File: src/hdl/tvdr_pkg.sv
// shared types, codes and helper functions for the vertical drag recognizer
// no dependencies; imported by every module of the block
`timescale 1ns / 1ps

package tvdr_pkg;

    // decoupling queue between the front stage and the gesture engine
    localparam int QUEUE_DEPTH = 4;
    localparam int QUEUE_AW    = $clog2(QUEUE_DEPTH);
    localparam int QUEUE_CW    = $clog2(QUEUE_DEPTH + 1);

    // configuration reset values
    localparam logic [7:0] START_THRESHOLD_RST  = 8'd8;
    localparam logic [7:0] MIN_UPDATE_COUNT_RST = 8'd2;
    localparam logic [3:0] FAIL_RATIO_RST       = 4'd3;

    typedef enum logic [1:0] {
        CFG_START_THRESHOLD  = 2'd0,
        CFG_MIN_UPDATE_COUNT = 2'd1,
        CFG_FAIL_RATIO       = 2'd2
    } t_cfg_reg;

    // raw touch event codes on the input stream
    typedef enum logic [1:0] {
        CMD_TOUCHDOWN = 2'd0,
        CMD_UPDATE    = 2'd1,
        CMD_LIFTOFF   = 2'd2,
        CMD_CANCEL    = 2'd3
    } t_cmd;

    // decoded operation, one-hot so the engine selects without a decode
    typedef enum logic [3:0] {
        OP_TOUCHDOWN = 4'b0001,
        OP_UPDATE    = 4'b0010,
        OP_LIFTOFF   = 4'b0100,
        OP_CANCEL    = 4'b1000
    } t_op;

    typedef enum logic [3:0] {
        PH_IDLE     = 4'b0001,
        PH_POSSIBLE = 4'b0010,
        PH_ACTIVE   = 4'b0100,
        PH_FAILED   = 4'b1000
    } t_phase;

    typedef enum logic [2:0] {
        EV_NONE      = 3'd0,
        EV_STARTED   = 3'd1,
        EV_UPDATED   = 3'd2,
        EV_COMPLETED = 3'd3,
        EV_FAILED    = 3'd4,
        EV_CANCELLED = 3'd5
    } t_event;

    typedef struct packed {
        t_op                op;
        logic signed [15:0] pos_x;
        logic signed [15:0] pos_y;
    } t_item;

    // 32-bit signed add of a 17-bit difference, clamped at the 32-bit bounds
    function automatic logic signed [31:0] sat_add32(input logic signed [31:0] a,
                                                     input logic signed [16:0] b);
        logic signed [32:0] s;
        s = {a[31], a} + {{16{b[16]}}, b};
        if (s[32] != s[31]) begin
            sat_add32 = s[32] ? 32'sh8000_0000 : 32'sh7fff_ffff;
        end else begin
            sat_add32 = s[31:0];
        end
    endfunction

    // magnitude; the most negative value maps to 2^31 unsigned
    function automatic logic [31:0] mag32(input logic signed [31:0] v);
        mag32 = v[31] ? (~v + 32'd1) : v;
    endfunction

    // clamp to the signed 16-bit range
    function automatic logic signed [15:0] sat16(input logic signed [33:0] d);
        if (d > 34'sd32767) begin
            sat16 = 16'sh7fff;
        end else if (d < -34'sd32768) begin
            sat16 = 16'sh8000;
        end else begin
            sat16 = d[15:0];
        end
    endfunction

endpackage

File: src/hdl/tvdr_front.sv
// front stage: accepts touch events and decodes the command into an operation
// depends on tvdr_pkg
`timescale 1ns / 1ps

module tvdr_front (
    input  logic               i_clk,
    input  logic               i_rst_n,
    input  logic               i_valid,
    output logic               o_ready,
    input  logic [1:0]         i_cmd,
    input  logic [15:0]        i_pos_x,
    input  logic [15:0]        i_pos_y,
    output logic               o_valid,
    input  logic               i_ready,
    output tvdr_pkg::t_item    o_item
);
    import tvdr_pkg::*;

    logic  r_valid;
    t_item r_item;
    t_op   w_op;

    always_comb begin
        unique case (t_cmd'(i_cmd))
            CMD_TOUCHDOWN: w_op = OP_TOUCHDOWN;
            CMD_UPDATE:    w_op = OP_UPDATE;
            CMD_LIFTOFF:   w_op = OP_LIFTOFF;
            default:       w_op = OP_CANCEL;
        endcase
    end

    // holding register is free when empty or draining this cycle
    assign o_ready = !r_valid || i_ready;
    assign o_valid = r_valid;
    assign o_item  = r_item;

    always_ff @(posedge i_clk) begin
        if (!i_rst_n) begin
            r_valid <= 1'b0;
        end else if (o_ready) begin
            r_valid <= i_valid;
        end
    end

    always_ff @(posedge i_clk) begin
        if (o_ready && i_valid) begin
            r_item.op    <= w_op;
            r_item.pos_x <= i_pos_x;
            r_item.pos_y <= i_pos_y;
        end
    end

endmodule

File: src/hdl/tvdr_queue.sv
// small fifo of decoded events between the front stage and the gesture engine
// depends on tvdr_pkg
`timescale 1ns / 1ps

module tvdr_queue (
    input  logic               i_clk,
    input  logic               i_rst_n,
    input  logic               i_valid,
    output logic               o_ready,
    input  tvdr_pkg::t_item    i_item,
    output logic               o_valid,
    input  logic               i_ready,
    output tvdr_pkg::t_item    o_item
);
    import tvdr_pkg::*;

    t_item                r_slot [QUEUE_DEPTH];
    logic [QUEUE_AW-1:0]  r_wr_ptr;
    logic [QUEUE_AW-1:0]  r_rd_ptr;
    logic [QUEUE_CW-1:0]  r_count;
    logic                 w_push;
    logic                 w_pop;

    assign o_ready = (r_count != QUEUE_CW'(QUEUE_DEPTH));
    assign o_valid = (r_count != '0);
    assign o_item  = r_slot[r_rd_ptr];
    assign w_push  = i_valid && o_ready;
    assign w_pop   = o_valid && i_ready;

    always_ff @(posedge i_clk) begin
        if (!i_rst_n) begin
            r_wr_ptr <= '0;
            r_rd_ptr <= '0;
            r_count  <= '0;
        end else begin
            if (w_push) begin
                r_wr_ptr <= (r_wr_ptr == QUEUE_AW'(QUEUE_DEPTH - 1)) ? '0 : r_wr_ptr + 1'b1;
            end
            if (w_pop) begin
                r_rd_ptr <= (r_rd_ptr == QUEUE_AW'(QUEUE_DEPTH - 1)) ? '0 : r_rd_ptr + 1'b1;
            end
            if (w_push && !w_pop) begin
                r_count <= r_count + 1'b1;
            end else if (w_pop && !w_push) begin
                r_count <= r_count - 1'b1;
            end
        end
    end

    always_ff @(posedge i_clk) begin
        if (w_push) begin
            r_slot[r_wr_ptr] <= i_item;
        end
    end

endmodule

File: src/hdl/tvdr_engine.sv
// gesture engine: phase tracking, running sums, start test and result register
// depends on tvdr_pkg
`timescale 1ns / 1ps

module tvdr_engine (
    input  logic               i_clk,
    input  logic               i_rst_n,
    input  logic               i_cfg_valid,
    input  logic [1:0]         i_cfg_index,
    input  logic [7:0]         i_cfg_data,
    input  logic               i_valid,
    output logic               o_ready,
    input  tvdr_pkg::t_item    i_item,
    output logic               o_valid,
    input  logic               i_ready,
    output logic [2:0]         o_event_kind,
    output logic [15:0]        o_delta_y
);
    import tvdr_pkg::*;

    logic [7:0]          r_start_threshold;
    logic [7:0]          r_min_update_count;
    logic [3:0]          r_fail_ratio;

    t_phase              r_phase,  n_phase;
    logic signed [15:0]  r_last_x, n_last_x;
    logic signed [15:0]  r_last_y, n_last_y;
    logic signed [31:0]  r_sum_dx, n_sum_dx;
    logic signed [31:0]  r_sum_dy, n_sum_dy;
    logic [7:0]          r_count,  n_count;

    logic                r_out_valid;
    t_event              r_out_kind,  n_out_kind;
    logic signed [15:0]  r_out_delta, n_out_delta;

    logic                w_take;
    logic signed [16:0]  w_dx;
    logic signed [16:0]  w_dy;
    logic signed [31:0]  w_sum_dx;
    logic signed [31:0]  w_sum_dy;
    logic [7:0]          w_count;
    logic [31:0]         w_mag_dx;
    logic [31:0]         w_mag_dy;
    logic [35:0]         w_limit;
    logic signed [33:0]  w_sum_dy_ext;
    logic signed [33:0]  w_thr_ext;
    logic signed [33:0]  w_start_delta;

    // result register drains or is empty: take the next event
    assign o_ready = !r_out_valid || i_ready;
    assign w_take  = i_valid && o_ready;

    always_ff @(posedge i_clk) begin
        if (!i_rst_n) begin
            r_start_threshold  <= START_THRESHOLD_RST;
            r_min_update_count <= MIN_UPDATE_COUNT_RST;
            r_fail_ratio       <= FAIL_RATIO_RST;
        end else if (i_cfg_valid) begin
            unique case (t_cfg_reg'(i_cfg_index))
                CFG_START_THRESHOLD:  r_start_threshold  <= i_cfg_data;
                CFG_MIN_UPDATE_COUNT: r_min_update_count <= i_cfg_data;
                CFG_FAIL_RATIO:       r_fail_ratio       <= i_cfg_data[3:0];
                default: ;
            endcase
        end
    end

    // motion arithmetic for a position update
    always_comb begin
        w_dx     = {i_item.pos_x[15], i_item.pos_x} - {r_last_x[15], r_last_x};
        w_dy     = {i_item.pos_y[15], i_item.pos_y} - {r_last_y[15], r_last_y};
        w_sum_dx = sat_add32(r_sum_dx, w_dx);
        w_sum_dy = sat_add32(r_sum_dy, w_dy);
        w_count  = (r_count < r_min_update_count) ? r_count + 8'd1 : r_count;
        w_mag_dx = mag32(w_sum_dx);
        w_mag_dy = mag32(w_sum_dy);
        w_limit  = 36'(r_fail_ratio) * 36'(w_mag_dy);
        // signed threshold is negative unless the travel is downward
        w_sum_dy_ext  = {{2{w_sum_dy[31]}}, w_sum_dy};
        w_thr_ext     = {26'd0, r_start_threshold};
        w_start_delta = (w_sum_dy > 32'sd0) ? w_sum_dy_ext - w_thr_ext
                                            : w_sum_dy_ext + w_thr_ext;
    end

    always_comb begin
        n_phase     = r_phase;
        n_last_x    = r_last_x;
        n_last_y    = r_last_y;
        n_sum_dx    = r_sum_dx;
        n_sum_dy    = r_sum_dy;
        n_count     = r_count;
        n_out_kind  = EV_NONE;
        n_out_delta = '0;
        unique case (i_item.op)
            OP_TOUCHDOWN: begin
                n_phase  = PH_POSSIBLE;
                n_last_x = i_item.pos_x;
                n_last_y = i_item.pos_y;
                n_sum_dx = '0;
                n_sum_dy = '0;
                n_count  = '0;
            end
            OP_UPDATE: begin
                if (r_phase == PH_POSSIBLE || r_phase == PH_ACTIVE) begin
                    n_last_x = i_item.pos_x;
                    n_last_y = i_item.pos_y;
                    n_sum_dx = w_sum_dx;
                    n_sum_dy = w_sum_dy;
                    n_count  = w_count;
                    if (r_phase == PH_ACTIVE) begin
                        n_out_kind  = EV_UPDATED;
                        n_out_delta = sat16({{17{w_dy[16]}}, w_dy});
                    end else if (w_count >= r_min_update_count &&
                                 w_mag_dy >= {24'd0, r_start_threshold}) begin
                        if ({4'd0, w_mag_dx} >= w_limit) begin
                            n_phase    = PH_FAILED;
                            n_out_kind = EV_FAILED;
                        end else begin
                            n_phase     = PH_ACTIVE;
                            n_out_kind  = EV_STARTED;
                            n_out_delta = sat16(w_start_delta);
                        end
                    end
                end
            end
            OP_LIFTOFF: begin
                if (r_phase == PH_POSSIBLE) begin
                    n_out_kind = EV_FAILED;
                end else if (r_phase == PH_ACTIVE) begin
                    n_out_kind = EV_COMPLETED;
                end
                n_phase = PH_IDLE;
            end
            default: begin
                if (r_phase == PH_ACTIVE) begin
                    n_out_kind = EV_CANCELLED;
                end
                n_phase = PH_IDLE;
            end
        endcase
    end

    always_ff @(posedge i_clk) begin
        if (!i_rst_n) begin
            r_phase     <= PH_IDLE;
            r_last_x    <= '0;
            r_last_y    <= '0;
            r_sum_dx    <= '0;
            r_sum_dy    <= '0;
            r_count     <= '0;
            r_out_valid <= 1'b0;
        end else begin
            if (w_take) begin
                r_phase  <= n_phase;
                r_last_x <= n_last_x;
                r_last_y <= n_last_y;
                r_sum_dx <= n_sum_dx;
                r_sum_dy <= n_sum_dy;
                r_count  <= n_count;
            end
            if (o_ready) begin
                r_out_valid <= i_valid;
            end
        end
    end

    always_ff @(posedge i_clk) begin
        if (w_take) begin
            r_out_kind  <= n_out_kind;
            r_out_delta <= n_out_delta;
        end
    end

    assign o_valid      = r_out_valid;
    assign o_event_kind = r_out_kind;
    assign o_delta_y    = r_out_delta;

    // an event is only consumed when the result register can hold its word
    a_no_overwrite: assert property (@(posedge i_clk) disable iff (!i_rst_n)
        w_take |-> (!r_out_valid || i_ready))
        else $error("engine consumed an event while the result was stalled");

    // a start always leaves the gesture active
    a_start_active: assert property (@(posedge i_clk) disable iff (!i_rst_n)
        (w_take && n_out_kind == EV_STARTED) |=> (r_phase == PH_ACTIVE))
        else $error("start event without entering the active phase");

    // only started and updated words carry a delta
    a_zero_delta: assert property (@(posedge i_clk) disable iff (!i_rst_n)
        (r_out_valid && r_out_kind != EV_STARTED && r_out_kind != EV_UPDATED)
            |-> (r_out_delta == 16'sd0))
        else $error("non-motion event with a nonzero delta");

    // every liftoff or cancel returns to idle
    a_end_idle: assert property (@(posedge i_clk) disable iff (!i_rst_n)
        (w_take && (i_item.op == OP_LIFTOFF || i_item.op == OP_CANCEL))
            |=> (r_phase == PH_IDLE))
        else $error("gesture did not return to idle");

endmodule

File: src/hdl/touch_vertical_drag_recognizer.sv
// top level of the vertical drag recognizer: front stage, queue, gesture engine
// depends on tvdr_pkg, tvdr_front, tvdr_queue, tvdr_engine
`timescale 1ns / 1ps

// Vertical drag recognizer. Each touch word on the input stream (touchdown,
// position update, liftoff, cancel with a signed x/y point) produces exactly
// one result word: an event kind (none, started, updated, completed, failed,
// cancelled) and a saturated 16-bit vertical delta. Throughput is one word per
// clock while the result stream does not stall: the gesture engine computes
// the state update for a word combinationally (two 17-bit differences, two
// saturating 32-bit sums, one 4x32 multiply and compares), so it takes a new
// word whenever its result register is empty or draining. A word is registered
// in turn in the front holding register, the decoupling queue and the result
// register. The four-entry queue lets the input side keep flowing for a few
// words while the output side is stalled. Configuration registers are written
// through the cfg port only while the block is idle: this binds the user, as
// the block has no check for it. The port is always ready. Writes to an index
// beyond the register list are accepted and ignored.

module touch_vertical_drag_recognizer (
    input  logic        i_clk,
    input  logic        i_rst_n,
    // configuration write channel
    input  logic        i_cfg_valid,
    output logic        o_cfg_ready,
    input  logic [1:0]  i_cfg_index,   // 0 start_threshold, 1 min_update_count, 2 fail ratio
    input  logic [7:0]  i_cfg_data,
    // touch event stream
    input  logic        s_axis_tvalid,
    output logic        s_axis_tready,
    input  logic [31:0] s_axis_tdata,  // [15:0] pos_x, [31:16] pos_y
    input  logic [1:0]  s_axis_tuser,  // [1:0] cmd
    // gesture result stream
    output logic        m_axis_tvalid,
    input  logic        m_axis_tready,
    output logic [15:0] m_axis_tdata,  // [15:0] delta_y
    output logic [2:0]  m_axis_tuser   // [2:0] event_kind
);
    import tvdr_pkg::*;

    // front stage to queue
    logic  w_fq_valid;
    logic  w_fq_ready;
    t_item w_fq_item;

    // queue to engine
    logic  w_qe_valid;
    logic  w_qe_ready;
    t_item w_qe_item;

    // registers sit in the engine and take a write every cycle
    assign o_cfg_ready = 1'b1;

    // decode the command and hold the word in a register
    tvdr_front u_front (
        .i_clk   (i_clk),
        .i_rst_n (i_rst_n),
        .i_valid (s_axis_tvalid),
        .o_ready (s_axis_tready),
        .i_cmd   (s_axis_tuser),
        .i_pos_x (s_axis_tdata[15:0]),
        .i_pos_y (s_axis_tdata[31:16]),
        .o_valid (w_fq_valid),
        .i_ready (w_fq_ready),
        .o_item  (w_fq_item)
    );

    // decoupling queue so each side stalls on its own
    tvdr_queue u_queue (
        .i_clk   (i_clk),
        .i_rst_n (i_rst_n),
        .i_valid (w_fq_valid),
        .o_ready (w_fq_ready),
        .i_item  (w_fq_item),
        .o_valid (w_qe_valid),
        .i_ready (w_qe_ready),
        .o_item  (w_qe_item)
    );

    // gesture state and result register
    tvdr_engine u_engine (
        .i_clk        (i_clk),
        .i_rst_n      (i_rst_n),
        .i_cfg_valid  (i_cfg_valid),
        .i_cfg_index  (i_cfg_index),
        .i_cfg_data   (i_cfg_data),
        .i_valid      (w_qe_valid),
        .o_ready      (w_qe_ready),
        .i_item       (w_qe_item),
        .o_valid      (m_axis_tvalid),
        .i_ready      (m_axis_tready),
        .o_event_kind (m_axis_tuser),
        .o_delta_y    (m_axis_tdata)
    );

endmodule
File: config.mk
export PLATFORM = sky130hd
export DESIGN_NAME = touch_vertical_drag_recognizer
export DESIGN_NICKNAME = d
export VERILOG_FILES = /design/src/hdl/tvdr_pkg.sv /design/src/hdl/tvdr_front.sv /design/src/hdl/tvdr_queue.sv /design/src/hdl/tvdr_engine.sv /design/src/hdl/touch_vertical_drag_recognizer.sv
export SDC_FILE = /design/constraint.sdc
export NUM_CORES = 1
export LEC_CHECK = 0
export BUFFER_PORTS_ARGS = -buffer_cell sky130_fd_sc_hd__buf_4
export CORE_MARGIN = 5
export CORE_UTILIZATION = 40
export DETAILED_ROUTE_END_ITERATION = 8
export HOLD_SLACK_MARGIN = 0.12
export PLACE_DENSITY = 0.55
export SYNTH_ARGS = -nofsm -noshare
export SYNTH_HDL_FRONTEND = slang
export SYNTH_SLANG_ARGS = --single-unit
File: constraint.sdc
create_clock -name i_clk -period 28.2 [get_ports i_clk]
set_clock_uncertainty 0.2 [all_clocks]
set_input_delay 1.41 -clock i_clk [delete_from_list [all_inputs] [get_ports i_clk]]
set_output_delay 1.41 -clock i_clk [all_outputs]
set_load 0.02 [all_outputs]
==> Word-level counts from Yosys, hierarchy flattened <==
Memory sizes are Yosys's and may differ from the RTL's. A register that Yosys moved wholly into a read port is not among the register bits.
Index checks and enable logic that the tools add are counted.
{ "word_totals": {"ff_bits": 192, "latchBits": 0, "ramBits": 144, "mem_bits_ro": 0, "input_bits": 49, "out_inout_bits": 22, "elab_cells": 133, "memories": 1} }
{ "mem_list": {"columns": ["memory", "words", "width", "read_ports", "rd_ports_with_merged_regs", "write_ports", "line", "source"], "rows": [
  ["u_queue.r_slot", 4, 36, 1, 1, 1, "tvdr_queue.sv:17", "t_item r_slot [QUEUE_DEPTH];"]
]} }
{ "classes": {"addsub": 13, "mul": 1, "div": 0, "n_lt_le_gt_ge": 9, "n_eq_ne": 17, "shifts": 0, "mux": 47, "bitwise": 2, "reduce_logical": 24} }
{ "ops": {"columns": ["op", "n"], "rows": [
  ["$mux 32", 8],
  ["$mux 16", 9],
  ["$pmux 32 s2", 2],
  ["$add 32x17->33", 2],
  ["$add 32x1->32 const B", 2],
  ["$not 32->32", 2],
  ["$pmux 16 s2", 2],
  ["$ge 32x36->1", 1],
  ["$mul 4x32->36", 1],
  ["$gt 34x16->1 const B", 1],
  ["$lt 34x16->1 const B", 1],
  ["$mux 34", 1],
  ["$sub 16x16->17", 2],
  ["$add 32x9->33", 1],
  ["$sub 32x9->33", 1],
  ["$ge 32x8->1", 1],
  ["$gt 32x1->1 const B", 1],
  ["$mux 3", 8],
  ["$gt 17x16->1 const B", 1],
  ["$lt 17x16->1 const B", 1],
  ["$mux 4", 4],
  ["$mux 8", 2],
  ["$pmux 8 s2", 1],
  ["$pmux 4 s3", 1],
  ["28 further kinds", 57]
]} }

==> Logic depth before layout (Yosys ltp) <==
{ "depth": {"word_depth": 14, "ltp_mapped": 76, "ltp_nobuf": 67} }

==> Modules after synthesis <==
A second synthesis with hierarchy kept.
{ "hier_totals": {"hier_cells": 3035, "area_unflattened_um2": 27736.6} }
{ "by_module_without_submodules": {"columns": ["mod", "instances", "cells_each", "area_per_inst_um2", "seq_area_each_um2"], "rows": [
  ["tvdr_engine", 1, 2749, 20882.5, 3153.0],
  ["tvdr_queue", 1, 239, 5681.7, 4504.3],
  ["tvdr_front", 1, 45, 1161.1, 1101.1],
  ["touch_vertical_drag_recognizer", 1, 2, 11.3, 0.0]
]} }

==> Worst setup path before layout <==
OpenSTA, ideal clock, no wires.
{ "synth_path": {"kind": "register to register", "start": "register with a tool-made name", "end": "register u_engine.r_out_delta[10] (netlist: u_engine.o_delta_y[10]) (data pin)", "t_arrival_ns": 15.086, "setup_slack_ns": 12.624, "path_stages_with_launch": 72, "n_path_buf": 10, "synth_period_minus_slack_ns": 15.576, "cell_sequence": "dfxtp_1 -> clkbuf_1 -> clkbuf_1 -> mux4_2 -> inv_1 -> ha_1 -> inv_1 -> fa_1 -> nand2_1 -> nand2_1 -> a21oi_1 -> o21ai_0 -> a21oi_1 -> o21bai_1 -> a21oi_1 -> o21ai_0 -> o21a_1 -> a221oi_1 -> [... 36 more ...] -> a2111oi_1 -> o21ai_1 -> a31oi_1 -> a21oi_1 -> a211o_1 -> a21o_1 -> a21oi_1 -> nor2_1 -> a211o_1 -> a21oi_1 -> xor2_1 -> ha_1 -> a2111o_1 -> o221ai_1 -> or4_1 -> buf_4 -> a21oi_4 -> a2111oi_1"} }
{ "synth_lines": {"columns": ["element", "line", "source"], "rows": [
  ["to (signal assigned)", "tvdr_engine.sv:170", "r_out_delta <= n_out_delta;"],
  ["to (decl)", "tvdr_engine.sv:34", "logic signed [15:0] r_out_delta, n_out_delta;"]
]} }

==> qor.csv <==
stage;metric;value;unit
setup_path;Crit. End Element;flop;
setup_path;crit start category;flop;
setup_path;crit-path max cell delay;770;ps
final_layout;commonest non-fill, non-tap cells in the layout;321 x inv_1, 231 x nand2_1, 223 x ha_1;
hold_path;Worst Hold Path Cells;2;
synthesis;synth top area cells;edfxtp_1 21%, ha_1 9.7%, dfxtp_1 9.6%;
routing;first-pass iteration count of the detailed router;6;
final_layout;leading cell type in the layout, fill and taps excluded;inv_1;
hold_path;Hold Crit Start;u_engine.r_last_y[8]$_SDFFE_PN0P_;
setup_path;FF-to-FF setup slack;10610;ps
setup_path;worst-path maximum fanout;21;
cts;clock tree buffer depth;3;
setup_path;R2R depth;67;
floorplan;initial cell density of the core;40.4;%
synthesis;share of Yosys cell area claimed by the top area cell type;20.7;%
floorplan;Core ar.;71500;sq um
floorplan;Chip Width;279;um
routing;drt wl/cell;19.1;um
floorplan;DIE AREA;77600;sq um
placed_design;Buffers on Ports;69;
final_layout;Nets;3564;
final_layout;fin cells;4175;
synthesis;most used flip-flop cell after synthesis;edfxtp_1;
sta;RSZ-0062 raised after global routing;no;
final_layout;Sequential cell area;8760;sq um
synthesis;Synth Register Bits;338;
cts;hold buffers post-CTS;0;
placed_design;DP HPWL;60.6;mm
floorplan;row count;98;
cts;total clock buffers created by CTS;38;
synthesis;Async SR Flop Fraction;0;%
sta;f_max;56.8;MHz
sta;actual slew at the worst max-slew pin;1300;ps
floorplan;num ports;71;
setup_path;critical path's most frequent cell;a21oi_1;
sta;Worst Hold Slack;263;ps
synthesis;Avg Cell Area, Syn;9.06;sq um
final_layout;# fillers;6920;
sta;post-route setup slack;10610;ps
cts;clock-pin slew on the worst setup and hold paths;70;ps
routing;DR vias;23800;
sta;Slew Viols, Final;0;
sta;Rel. slew slack;13.1;%
floorplan;die height;279;um
outcome;status;finished clean;
synthesis;synthesized cell area;28900;sq um
cts;H-tree Lvls;2;
sta;final number of hold-violating endpoints;0;
global_route;gr ovfl total;0;
sta;TNS Setup;0;ps
setup_path;critical path type;reg2reg;
synthesis;yosys warns;0;
placed_design;worst slack at placement;10620;ps
routing;# DRC;0;
synthesis;syn nets;3553;
synthesis;post-synthesis instance total;3185;
placed_design;routability cong.;0.912;
setup_path;Worst EP arrival;17800;ps
setup_path;slowest stage cell, crit path;a2111oi_1;
cts;root buffer cell;clkbuf_16;
sta;final setup fails;0;
final_layout;fraction of layout cells with a size suffix above 1;8.22;%
setup_path;Reg-to-Reg End;u_engine.o_delta_y[5]$_SDFFCE_PN0P_;
final_layout;ANT cells;0;
hold_path;Hold Path Class;reg2reg;
synthesis;Yosys top cell by area;edfxtp_1;
setup_path;Crit path required time;28410;ps
cts;postcts setup bufs;0;
routing;Vias/cell;5.69;
global_route;largest net degree at the start of global routing;108;
routing;Final ANT Viol Nets;0;
hold_path;worst min-delay path endpoint;u_engine.r_last_y[8]$_SDFFE_PN0P_;
cts;CTS tree;yes;
synthesis;distinct cell type count after synthesis;112;
routing;initial DRC count;1767;
global_route;antenna violations before repair;0;
sta;Tmin final;17590;ps
job;max_cap viols;0;
global_route;GRT Overall Usage;19.9;%
final_layout;Multi-input gate area;18400;sq um
global_route;number of global-route vias before repair;23400;
routing;drt total wl;79.6;mm
synthesis;sequential element share of the synthesized area;30.3;%
global_route;global-route wire length before repair;128;mm
sta;Final Cycle Share;62.4;%
cts;post-CTS sizing;0;
cts;Clock Sink Count;338;
placed_design;dpl cells;4106;
synthesis;number of enable flip-flop cells after synthesis;199;
final_layout;area grow syn2layout;9.34;%
cts;Clk Latency, worst-skew pair;570;ps
-- cell usage after synthesis (all sizes together), types with 27 or more instances --
cell type  count
fa            96
nand2b        41
o22ai         30
a21o          91
xnor2         87
buf           28
ha           223
clkbuf        98
nand4         31
edfxtp       199
and3          30
dfxtp        139
and2         146
o211ai        29
xor2          66
a211oi        27
inv          321
nor3          68
nand3         64
a21oi        193
o21ai        128
nor2         194
mux4          36
nand2        232
a22oi         54
nor2b        107
a21boi        47
-- critical path: cells and delay by family (launching register included) --
family,cells,cell delay (ps)
buffers and inverters,9,1920
AO/OA/AOI/OAI,36,7920
flip-flops,1,690
multiplexers,1,570
XOR/XNOR,2,340
AND/OR/NAND/NOR,10,2420
adder cells (fa/ha/maj),9,3290
-- through the flow --
stage,area [sq um],util (%)
2_1_floorplan,28900,-
3_3_place_gp,30300,42.3
3_5_place_dp,30300,42.3
4_1_cts,31600,44.1
5_1_grt,31600,44.1
6_report,31600,44.1
-- kinds of logic (layout without fill, tap and decap cells) --
logic type,Yosys count,after routing,synth area share [%]
AO/OA/AOI/OAI,831,831,19.9
XOR/XNOR,153,153,4.64
adder cells (fa/ha/maj),319,319,16.3
buffers and inverters,447,487,6.08
flip-flops,338,338,30.3
multiplexers,67,67,3.95
other,1,1,0.0130
AND/OR/NAND/NOR,1029,1029,18.8
-- layout make-up --
class                           instances  area share, %
Clock buffer                           55           3.41
Clock inverter                         14          0.662
Inverter                              321           3.82
Multi-Input combinational cell       2400           58.3
Sequential cell                       338           27.8
Tap cell                              950           3.77
Timing Repair Buffer                   97           2.31
-- sequential cells by signal, indices dropped and copies added (netlist names), 16 cells and up, named ones only --
register / cells
u_engine.o_delta_y: 16
u_engine.r_last_x: 16
u_engine.r_last_y: 16
u_engine.r_sum_dx: 32
u_engine.r_sum_dy: 32
u_front.o_item: 36
u_queue.r_slot: 144
-- how the worst max path moves through the flow --
stage	endpoint	depth (start not counted)
floorplan	u_engine.o_delta_y[10]$_SDFFCE_PN0P_	71
global placement	u_engine.o_delta_y[13]$_SDFFCE_PN0P_	64
detailed placement	u_engine.o_delta_y[4]$_SDFFCE_PN0P_	64
CTS	u_engine.o_delta_y[4]$_SDFFCE_PN0P_	64
global route	u_engine.o_delta_y[12]$_SDFFCE_PN0P_	64
finish	u_engine.o_delta_y[5]$_SDFFCE_PN0P_	67
-- per-layer routing --
layer  GRT usage, %  vias up  wire length [um]
met5              0        -                 0
met4           4.34        0              1610
met3           2.38       87              3650
met2           33.4      608             37200
met1           27.9    11600             37200
li1               -    11500                 -
Power is left out: the tool's default activity adds up to more than one toggle a clock period on the data nets, which glitch-free logic cannot reach.
